==> src/design/merkle_branch_sha256d_fold_assert.svh <==
// Assertion macros for the merkle branch fold block
`ifndef MERKLE_BRANCH_SHA256D_FOLD_ASSERT_SVH
`define MERKLE_BRANCH_SHA256D_FOLD_ASSERT_SVH
// implication checked on every clock edge outside reset
`define MBF_ASSERT_IMP(label, clk, rst_n, lhs, rhs) \
    label: assert property (@(posedge clk) disable iff (!rst_n) (lhs) |-> (rhs)) \
        else $error("merkle fold check failed");
// next-cycle implication
`define MBF_ASSERT_NEXT(label, clk, rst_n, lhs, rhs) \
    label: assert property (@(posedge clk) disable iff (!rst_n) (lhs) |=> (rhs)) \
        else $error("merkle fold sequence check failed");
`endif

==> src/design/mbf_pkg.sv <==
// Types and constants shared by the merkle branch fold design
package mbf_pkg;

    typedef enum logic [2:0] {
        ST_IDLE,
        ST_LOAD,
        ST_ROUND,
        ST_ADD,
        ST_OUT
    } t_state;

    localparam logic [0:0] OP_COINBASE = 1'b0;
    localparam logic [0:0] OP_SIBLING  = 1'b1;

    localparam logic [255:0] H_INIT = {
        32'h6a09e667, 32'hbb67ae85, 32'h3c6ef372, 32'ha54ff53a,
        32'h510e527f, 32'h9b05688c, 32'h1f83d9ab, 32'h5be0cd19
    };

    function automatic logic [31:0] k_round(input logic [5:0] t);
        logic [31:0] k;
        case (t)
            6'd0: k = 32'h428a2f98;  6'd1: k = 32'h71374491;
            6'd2: k = 32'hb5c0fbcf;  6'd3: k = 32'he9b5dba5;
            6'd4: k = 32'h3956c25b;  6'd5: k = 32'h59f111f1;
            6'd6: k = 32'h923f82a4;  6'd7: k = 32'hab1c5ed5;
            6'd8: k = 32'hd807aa98;  6'd9: k = 32'h12835b01;
            6'd10: k = 32'h243185be; 6'd11: k = 32'h550c7dc3;
            6'd12: k = 32'h72be5d74; 6'd13: k = 32'h80deb1fe;
            6'd14: k = 32'h9bdc06a7; 6'd15: k = 32'hc19bf174;
            6'd16: k = 32'he49b69c1; 6'd17: k = 32'hefbe4786;
            6'd18: k = 32'h0fc19dc6; 6'd19: k = 32'h240ca1cc;
            6'd20: k = 32'h2de92c6f; 6'd21: k = 32'h4a7484aa;
            6'd22: k = 32'h5cb0a9dc; 6'd23: k = 32'h76f988da;
            6'd24: k = 32'h983e5152; 6'd25: k = 32'ha831c66d;
            6'd26: k = 32'hb00327c8; 6'd27: k = 32'hbf597fc7;
            6'd28: k = 32'hc6e00bf3; 6'd29: k = 32'hd5a79147;
            6'd30: k = 32'h06ca6351; 6'd31: k = 32'h14292967;
            6'd32: k = 32'h27b70a85; 6'd33: k = 32'h2e1b2138;
            6'd34: k = 32'h4d2c6dfc; 6'd35: k = 32'h53380d13;
            6'd36: k = 32'h650a7354; 6'd37: k = 32'h766a0abb;
            6'd38: k = 32'h81c2c92e; 6'd39: k = 32'h92722c85;
            6'd40: k = 32'ha2bfe8a1; 6'd41: k = 32'ha81a664b;
            6'd42: k = 32'hc24b8b70; 6'd43: k = 32'hc76c51a3;
            6'd44: k = 32'hd192e819; 6'd45: k = 32'hd6990624;
            6'd46: k = 32'hf40e3585; 6'd47: k = 32'h106aa070;
            6'd48: k = 32'h19a4c116; 6'd49: k = 32'h1e376c08;
            6'd50: k = 32'h2748774c; 6'd51: k = 32'h34b0bcb5;
            6'd52: k = 32'h391c0cb3; 6'd53: k = 32'h4ed8aa4a;
            6'd54: k = 32'h5b9cca4f; 6'd55: k = 32'h682e6ff3;
            6'd56: k = 32'h748f82ee; 6'd57: k = 32'h78a5636f;
            6'd58: k = 32'h84c87814; 6'd59: k = 32'h8cc70208;
            6'd60: k = 32'h90befffa; 6'd61: k = 32'ha4506ceb;
            6'd62: k = 32'hbef9a3f7; 6'd63: k = 32'hc67178f2;
            default: k = 32'h0;
        endcase
        return k;
    endfunction

    // byte reverse of a 32-bit word
    function automatic logic [31:0] bswap32(input logic [31:0] x);
        return {x[7:0], x[15:8], x[23:16], x[31:24]};
    endfunction

    function automatic logic [31:0] rotr(input logic [31:0] x, input int n);
        return (x >> n) | (x << (32 - n));
    endfunction

endpackage

==> src/design/merkle_branch_sha256d_fold.sv <==
// Merkle branch fold: double SHA-256 of running root and sibling, one round per cycle
//
//  channel | direction | signals
//  in      | input     | i_valid, o_stall, i_op, i_hash_word, i_word_index, i_end_of_branch
//  out     | output    | o_valid, i_stall, o_root_word, o_root_word_index, o_last
//
// A coinbase word or a sibling word 0..2 is stored, followed by output if flagged.
// Word 3 of a sibling runs three compressions through one round unit, each a load,
// 64 rounds and a chaining add, before the next transaction is accepted.
// Reset clears the root, the sequencer and the output; buffers are not reset.
// A stalled output holds its word; the input stalls until all four words leave.
module merkle_branch_sha256d_fold (
    input  logic        i_clk,
    input  logic        i_rst_n,
    input  logic        i_valid,
    output logic        o_stall,
    input  logic        i_op,
    input  logic [63:0] i_hash_word,
    input  logic [1:0]  i_word_index,
    input  logic        i_end_of_branch,
    output logic        o_valid,
    input  logic        i_stall,
    output logic [63:0] o_root_word,
    output logic [1:0]  o_root_word_index,
    output logic        o_last
);

    mbf_pkg::t_state r_state, n_state;
    logic [63:0]  r_root [4];
    logic [63:0]  r_sib  [4];
    logic [255:0] r_h;            // chaining value, a in [255:224]
    logic [255:0] r_v;            // working variables a..h
    logic [31:0]  r_w [16];       // schedule window, oldest in [0]
    logic [5:0]   r_rnd;
    logic [1:0]   r_pass;         // which compression of the fold
    logic         r_end;
    logic [1:0]   r_oidx;

    logic in_acc, out_acc, done_rnd;
    assign in_acc   = i_valid && !o_stall;
    assign out_acc  = o_valid && !i_stall;
    assign done_rnd = (r_rnd == 6'd63);

    // message block for the current pass
    logic [511:0] blk;
    always_comb begin
        blk = '0;
        case (r_pass)
            2'd0: begin
                for (int i = 0; i < 8; i++) begin
                    blk[511-32*i -: 32] = mbf_pkg::bswap32(r_root[i/2][32*(i%2) +: 32]);
                    blk[255-32*i -: 32] = mbf_pkg::bswap32(r_sib[i/2][32*(i%2) +: 32]);
                end
            end
            2'd1: begin
                blk[511:480] = 32'h80000000;
                blk[31:0]    = 32'd512;
            end
            default: begin
                blk[511:256] = r_h;
                blk[255:224] = 32'h80000000;
                blk[31:0]    = 32'd256;
            end
        endcase
    end

    // round datapath
    logic [31:0] a, b, c, d, e, f, g, h, w, s0, s1, t1, t2, ws0, ws1, wn;
    always_comb begin
        {a, b, c, d, e, f, g, h} = r_v;
        w   = r_w[0];
        s1  = mbf_pkg::rotr(e, 6) ^ mbf_pkg::rotr(e, 11) ^ mbf_pkg::rotr(e, 25);
        t1  = h + s1 + ((e & f) ^ (~e & g)) + mbf_pkg::k_round(r_rnd) + w;
        s0  = mbf_pkg::rotr(a, 2) ^ mbf_pkg::rotr(a, 13) ^ mbf_pkg::rotr(a, 22);
        t2  = s0 + ((a & b) ^ (a & c) ^ (b & c));
        ws0 = mbf_pkg::rotr(r_w[1], 7) ^ mbf_pkg::rotr(r_w[1], 18) ^ (r_w[1] >> 3);
        ws1 = mbf_pkg::rotr(r_w[14], 17) ^ mbf_pkg::rotr(r_w[14], 19) ^ (r_w[14] >> 10);
        wn  = r_w[0] + ws0 + r_w[9] + ws1;
    end

    // chaining add
    logic [255:0] hsum;
    always_comb begin
        for (int i = 0; i < 8; i++) hsum[32*i +: 32] = r_h[32*i +: 32] + r_v[32*i +: 32];
    end

    // next state
    always_comb begin
        n_state = r_state;
        case (r_state)
            mbf_pkg::ST_IDLE:
                if (in_acc) begin
                    if (i_op == mbf_pkg::OP_SIBLING && i_word_index == 2'd3)
                        n_state = mbf_pkg::ST_LOAD;
                    else if (i_end_of_branch)
                        n_state = mbf_pkg::ST_OUT;
                end
            mbf_pkg::ST_LOAD:  n_state = mbf_pkg::ST_ROUND;
            mbf_pkg::ST_ROUND: if (done_rnd) n_state = mbf_pkg::ST_ADD;
            mbf_pkg::ST_ADD:
                if (r_pass != 2'd2) n_state = mbf_pkg::ST_LOAD;
                else if (r_end)     n_state = mbf_pkg::ST_OUT;
                else                n_state = mbf_pkg::ST_IDLE;
            mbf_pkg::ST_OUT:
                if (out_acc && r_oidx == 2'd3) n_state = mbf_pkg::ST_IDLE;
            default: n_state = mbf_pkg::ST_IDLE;
        endcase
    end

    // outputs
    always_comb begin
        o_stall           = (r_state != mbf_pkg::ST_IDLE);
        o_valid           = (r_state == mbf_pkg::ST_OUT);
        o_root_word       = r_root[r_oidx];
        o_root_word_index = r_oidx;
        o_last            = (r_oidx == 2'd3);
    end

    // control registers
    always_ff @(posedge i_clk) begin
        if (!i_rst_n) begin
            r_state <= mbf_pkg::ST_IDLE;
            r_rnd   <= '0;
            r_pass  <= '0;
            r_end   <= 1'b0;
            r_oidx  <= '0;
            for (int i = 0; i < 4; i++) r_root[i] <= '0;
        end else begin
            r_state <= n_state;
            if (in_acc) begin
                r_end  <= i_end_of_branch;
                r_pass <= '0;
                r_oidx <= '0;
                if (i_op == mbf_pkg::OP_COINBASE) r_root[i_word_index] <= i_hash_word;
            end
            if (r_state == mbf_pkg::ST_LOAD) r_rnd <= '0;
            if (r_state == mbf_pkg::ST_ROUND) r_rnd <= r_rnd + 6'd1;
            if (r_state == mbf_pkg::ST_ADD) begin
                r_pass <= r_pass + 2'd1;
                if (r_pass == 2'd2) begin
                    for (int i = 0; i < 8; i++)
                        r_root[i/2][32*(i%2) +: 32] <=
                            mbf_pkg::bswap32(hsum[255-32*i -: 32]);
                end
            end
            if (out_acc) r_oidx <= r_oidx + 2'd1;
        end
    end

    // datapath registers
    always_ff @(posedge i_clk) begin
        if (in_acc && i_op == mbf_pkg::OP_SIBLING) r_sib[i_word_index] <= i_hash_word;
        case (r_state)
            mbf_pkg::ST_LOAD: begin
                if (r_pass != 2'd1) begin
                    r_h <= mbf_pkg::H_INIT;
                    r_v <= mbf_pkg::H_INIT;
                end else begin
                    r_v <= r_h;
                end
                for (int i = 0; i < 16; i++) r_w[i] <= blk[511-32*i -: 32];
            end
            mbf_pkg::ST_ROUND: begin
                r_v <= {t1 + t2, a, b, c, d + t1, e, f, g};
                for (int i = 0; i < 15; i++) r_w[i] <= r_w[i+1];
                r_w[15] <= wn;
            end
            mbf_pkg::ST_ADD: r_h <= hsum;
            default: ;
        endcase
    end

`include "merkle_branch_sha256d_fold_assert.svh"
    `MBF_ASSERT_IMP(a_out_idle, i_clk, i_rst_n, o_valid, o_stall)
    `MBF_ASSERT_IMP(a_last_idx, i_clk, i_rst_n, o_valid && o_last, o_root_word_index == 2'd3)
    `MBF_ASSERT_NEXT(a_round_step, i_clk, i_rst_n,
        r_state == mbf_pkg::ST_ROUND && !done_rnd, r_rnd == $past(r_rnd) + 6'd1)

endmodule
==> config.mk <==
export PLATFORM = sky130hd
export DESIGN_NAME = merkle_branch_sha256d_fold
export DESIGN_NICKNAME = d
export VERILOG_FILES = /design/src/design/mbf_pkg.sv /design/src/design/merkle_branch_sha256d_fold.sv
export VERILOG_INCLUDE_DIRS = /design/src /design/src/design
export SDC_FILE = /design/constraint.sdc
export NUM_CORES = 2
export LEC_CHECK = 0
export BUFFER_PORTS_ARGS = -buffer_cell sky130_fd_sc_hd__buf_2
export CORE_MARGIN = 1
export CORE_UTILIZATION = 50
export CTS_CLUSTER_DIAMETER = 120
export DETAILED_ROUTE_END_ITERATION = 10
export PLACE_DENSITY = 0.63
export SLEW_MARGIN = 20
export SYNTH_ARGS = -nofsm -noshare
export SYNTH_HDL_FRONTEND = slang
export SYNTH_SLANG_ARGS = --single-unit
==> constraint.sdc <==
create_clock -name i_clk -period 31.5 [get_ports i_clk]
set_input_delay 4.725 -clock i_clk [delete_from_list [all_inputs] [get_ports i_clk]]
set_output_delay 4.725 -clock i_clk [all_outputs]
set_load 0.02 [all_outputs]
==> metrics.cfg <==
[sta]
maxSlewHeadroom_pct = 17.2
finClkSkew_ns = 0.0592
tightestPinTransition_ns = 1.23
max_freq_mhz = 111
tns_ns = 0
finalSetupViolations = 0
min_period_ns = 9.02
hold_viol = 0
rsz0062_at_grt = false
period_share_pct = 28.6
slew_viol_final = 0

[synth]
yosys_warnings = 0
yosys_register_bits = 1584
syn_area_per_cell_um2 = 10.3
synth_fa_ha_area_share_pct = 9.25
ys_seq_area_share_pct = 49.3
synthesis.nets = 9956
syn_area_mm2 = 0.0955
synth_top_family_by_area = compound AO/OA/AOI/OAI gates
netlist_instances = 9296
ys.flop_type = edfxtp_1
yosys.area_share.simple_pct = 13.9
async_reset_ff_share_pct = 0
synthXorXnorAreaFrac_pct = 5.50
synth-compound-area-share_pct = 16.2
synthDistinctLibCells = 116
synth_mux_area_share_pct = 1.94
synth-edff-count = 1536

[die]
core_area_mm2 = 0.190
rows = 160
start_util_pct = 50.3
die_x_um = 439
design.die.area_mm2 = 0.193
pin_count = 141
die_h_um = 439

[clock_network]
cts_buffer_depth = 3
htreeDepth = 4
insertion_delay_ns = 0.89
cts_resized = 0
cts_buffers = 179
clkTransAtPathRegs_ns = 0.07
post_cts_buffers = 0
cts_root_buf = clkbuf_16
cts_tree = built
postCtsHoldBufs = 0
cts_sinks = 1584

[status]
status = finished clean

[global_route]
grt-ovfl-total = 0
grt_pass1_wl_mm = 567
grt_max_degree = 216
track_usage_pct = 42.0
antenna_found_initial = 56
grt_pass1_vias = 72000

[routing]
drt_iter0_markers = 11200
drcViolationCount = 0
wl_mm = 412
drtAntennaViolNets = 0
vias_per_cell = 6.62
post_drt_wl_per_cell_um = 34.8
firstDrtPassIters = 8
vias = 78200

[layout]
drive_gt1_share_pct = 7.47
final.fill_count = 16700
nNetsFinal = 9792
final_cell_mix = edfxtp_1, nand2_1, a21oi_1, o21ai_0, nor2_1
areaGrowthSynthToFinish_pct = 9.05
layout_commonest_cell = edfxtp_1

[place]
portBuffers = 140
place_congestion = 0.999
hpwl_mm = 301

[power_and_ir_drop]
ir_worst_vdd_uv = 67.3
power_mw = 7.04
power.leakage_nw = 37.6
p_per_area_mw_per_mm2 = 67.6

[job]
maxCapViolCount = 0

[setup_path]
slowest_delay_ns = 0.83
r2r_start = r_v[122]$_DFFE_PN_
cp-end-kind = flip-flop
cp.required_ns = 32.09
critical_path_arrival_ns = 9.62
crit_path_start = r_v[122]$_DFFE_PN_
critical_path.max_fanout = 6
start_kind = flip-flop
path_class = reg2reg
cpMaxStageDelayCell = edfxtp_1

[worst_hold_path]
hp-class = reg2reg
hold_path_startpoint = r_w[1][136]$_DFFE_PN_

-- layout make-up --
type	instances	area, um^2	area share [%]
antenna	23	57.6	0.0552
clock buffer	221	4660	4.47
clock inverter	110	1160	1.11
inverter	380	1430	1.38
multi-input combinational	6735	44900	43.1
sequential	1584	47100	45.2
tap	2511	3140	3.02
timing repair buffer	252	1720	1.65
-- critical path, delay by kind of cell (launching register included) --
family | cells | cell delay [ns]
compound gates | 12 | 2.81
xor+xnor | 5 | 1.24
fa+ha+maj | 7 | 2.81
buf+inv | 5 | 0.38
flops | 1 | 0.83
simple gates | 4 | 0.70
-- through the flow --
stage / setup WS [ns] / hold slack [ns] / instance area (um^2) / cells / utilization, %
floorplan: 14.68 / 0.443 / 95500 / 9296 / -
global placement: 22.71 / 0.459 / 98200 / 11500 / 51.7
detailed placement: 22.65 / 0.467 / 98200 / 11500 / 51.7
CTS: 22.66 / 0.467 / 104000 / 11800 / 54.8
global route: 22.09 / 0.502 / 104000 / 11800 / 54.8
finish: 22.48 / 0.463 / 104000 / 11800 / 54.8
-- per-layer routing --
layer	part of all wire, %	global-route usage, %
met4	6.9	24.7
met5	0.060	0
met1	38	55.7
met2	43	62.0
met3	11	10.7
-- logic make-up (layout without fill, tap and decap cells) --
family | after synthesis | count (layout)
and+or+nand+nor | 2882 | 2882
AOI/OAI and AO/OA | 2563 | 2563
DFF | 1584 | 1584
buffers and inverters | 977 | 963
xor gates and xnor gates | 599 | 599
adders and majority gates | 590 | 590
muxes | 101 | 101
other | 0 | 23
-- power by group --
group / internal (mW) / leakage, nW / switching [mW]
Clock: 1.19 / 2.80 / 0.943
Sequential: 2.41 / 14.3 / 0.0878
Combinational: 0.867 / 20.5 / 1.54
Total: 4.47 / 37.6 / 2.57
-- sequential cells by signal (all words and copies together) (netlist names), named ones only --
name and flops:
r_rnd 6, r_end 1, r_h 256, r_v 256
r_pass 2, r_sib 256, r_root 256, r_w 512
r_state 3, o_root_word_index 2
-- synth_stat cells (all sizes together), types with 8 or more instances --
library cell | number | area (um^2)
buf | 79 | 332
inv | 378 | 1420
a22o | 163 | 1430
o211ai | 25 | 193
xnor2 | 425 | 3730
and3 | 90 | 566
mux4 | 65 | 1460
o2111ai | 10 | 93.8
a21o | 220 | 1660
nand2 | 1324 | 4970
nand3 | 400 | 2010
o21a | 60 | 450
o21ai | 848 | 4250
nor2 | 472 | 1780
nand4 | 27 | 169
a31o | 12 | 105
o311ai | 17 | 156
a31oi | 103 | 663
a21oi | 830 | 4180
nor3 | 115 | 581
o22ai | 19 | 119
edfxtp | 1536 | 46100
nand2b | 56 | 350
o21bai | 66 | 495
a21boi | 14 | 105
a211oi | 39 | 293
mux2i | 12 | 120
mux2 | 24 | 270
ha | 393 | 4920
o31ai | 21 | 181
nor3b | 214 | 1610
and2 | 19 | 119
a221oi | 11 | 109
a2111oi | 12 | 130
a211o | 16 | 140
xor2 | 174 | 1520
fa | 195 | 3900
dfxtp | 48 | 961
clkbuf | 518 | 1960
or2 | 9 | 56.3
nor2b | 102 | 641
o221ai | 10 | 87.6
a311oi | 8 | 93.8
or3 | 22 | 139
-- path summary, 6_finish.rpt --
path,end,depth (start not counted),slack (ns)
min,r_w[1][104]$_DFFE_PN_,2,0.46
min reg2reg,r_w[1][104]$_DFFE_PN_,2,0.46
max reg2reg,r_v[255]$_DFFE_PN_,33,22.48
max,r_v[255]$_DFFE_PN_,33,22.48
No activity file was read; power rests on OpenSTA's default activity.
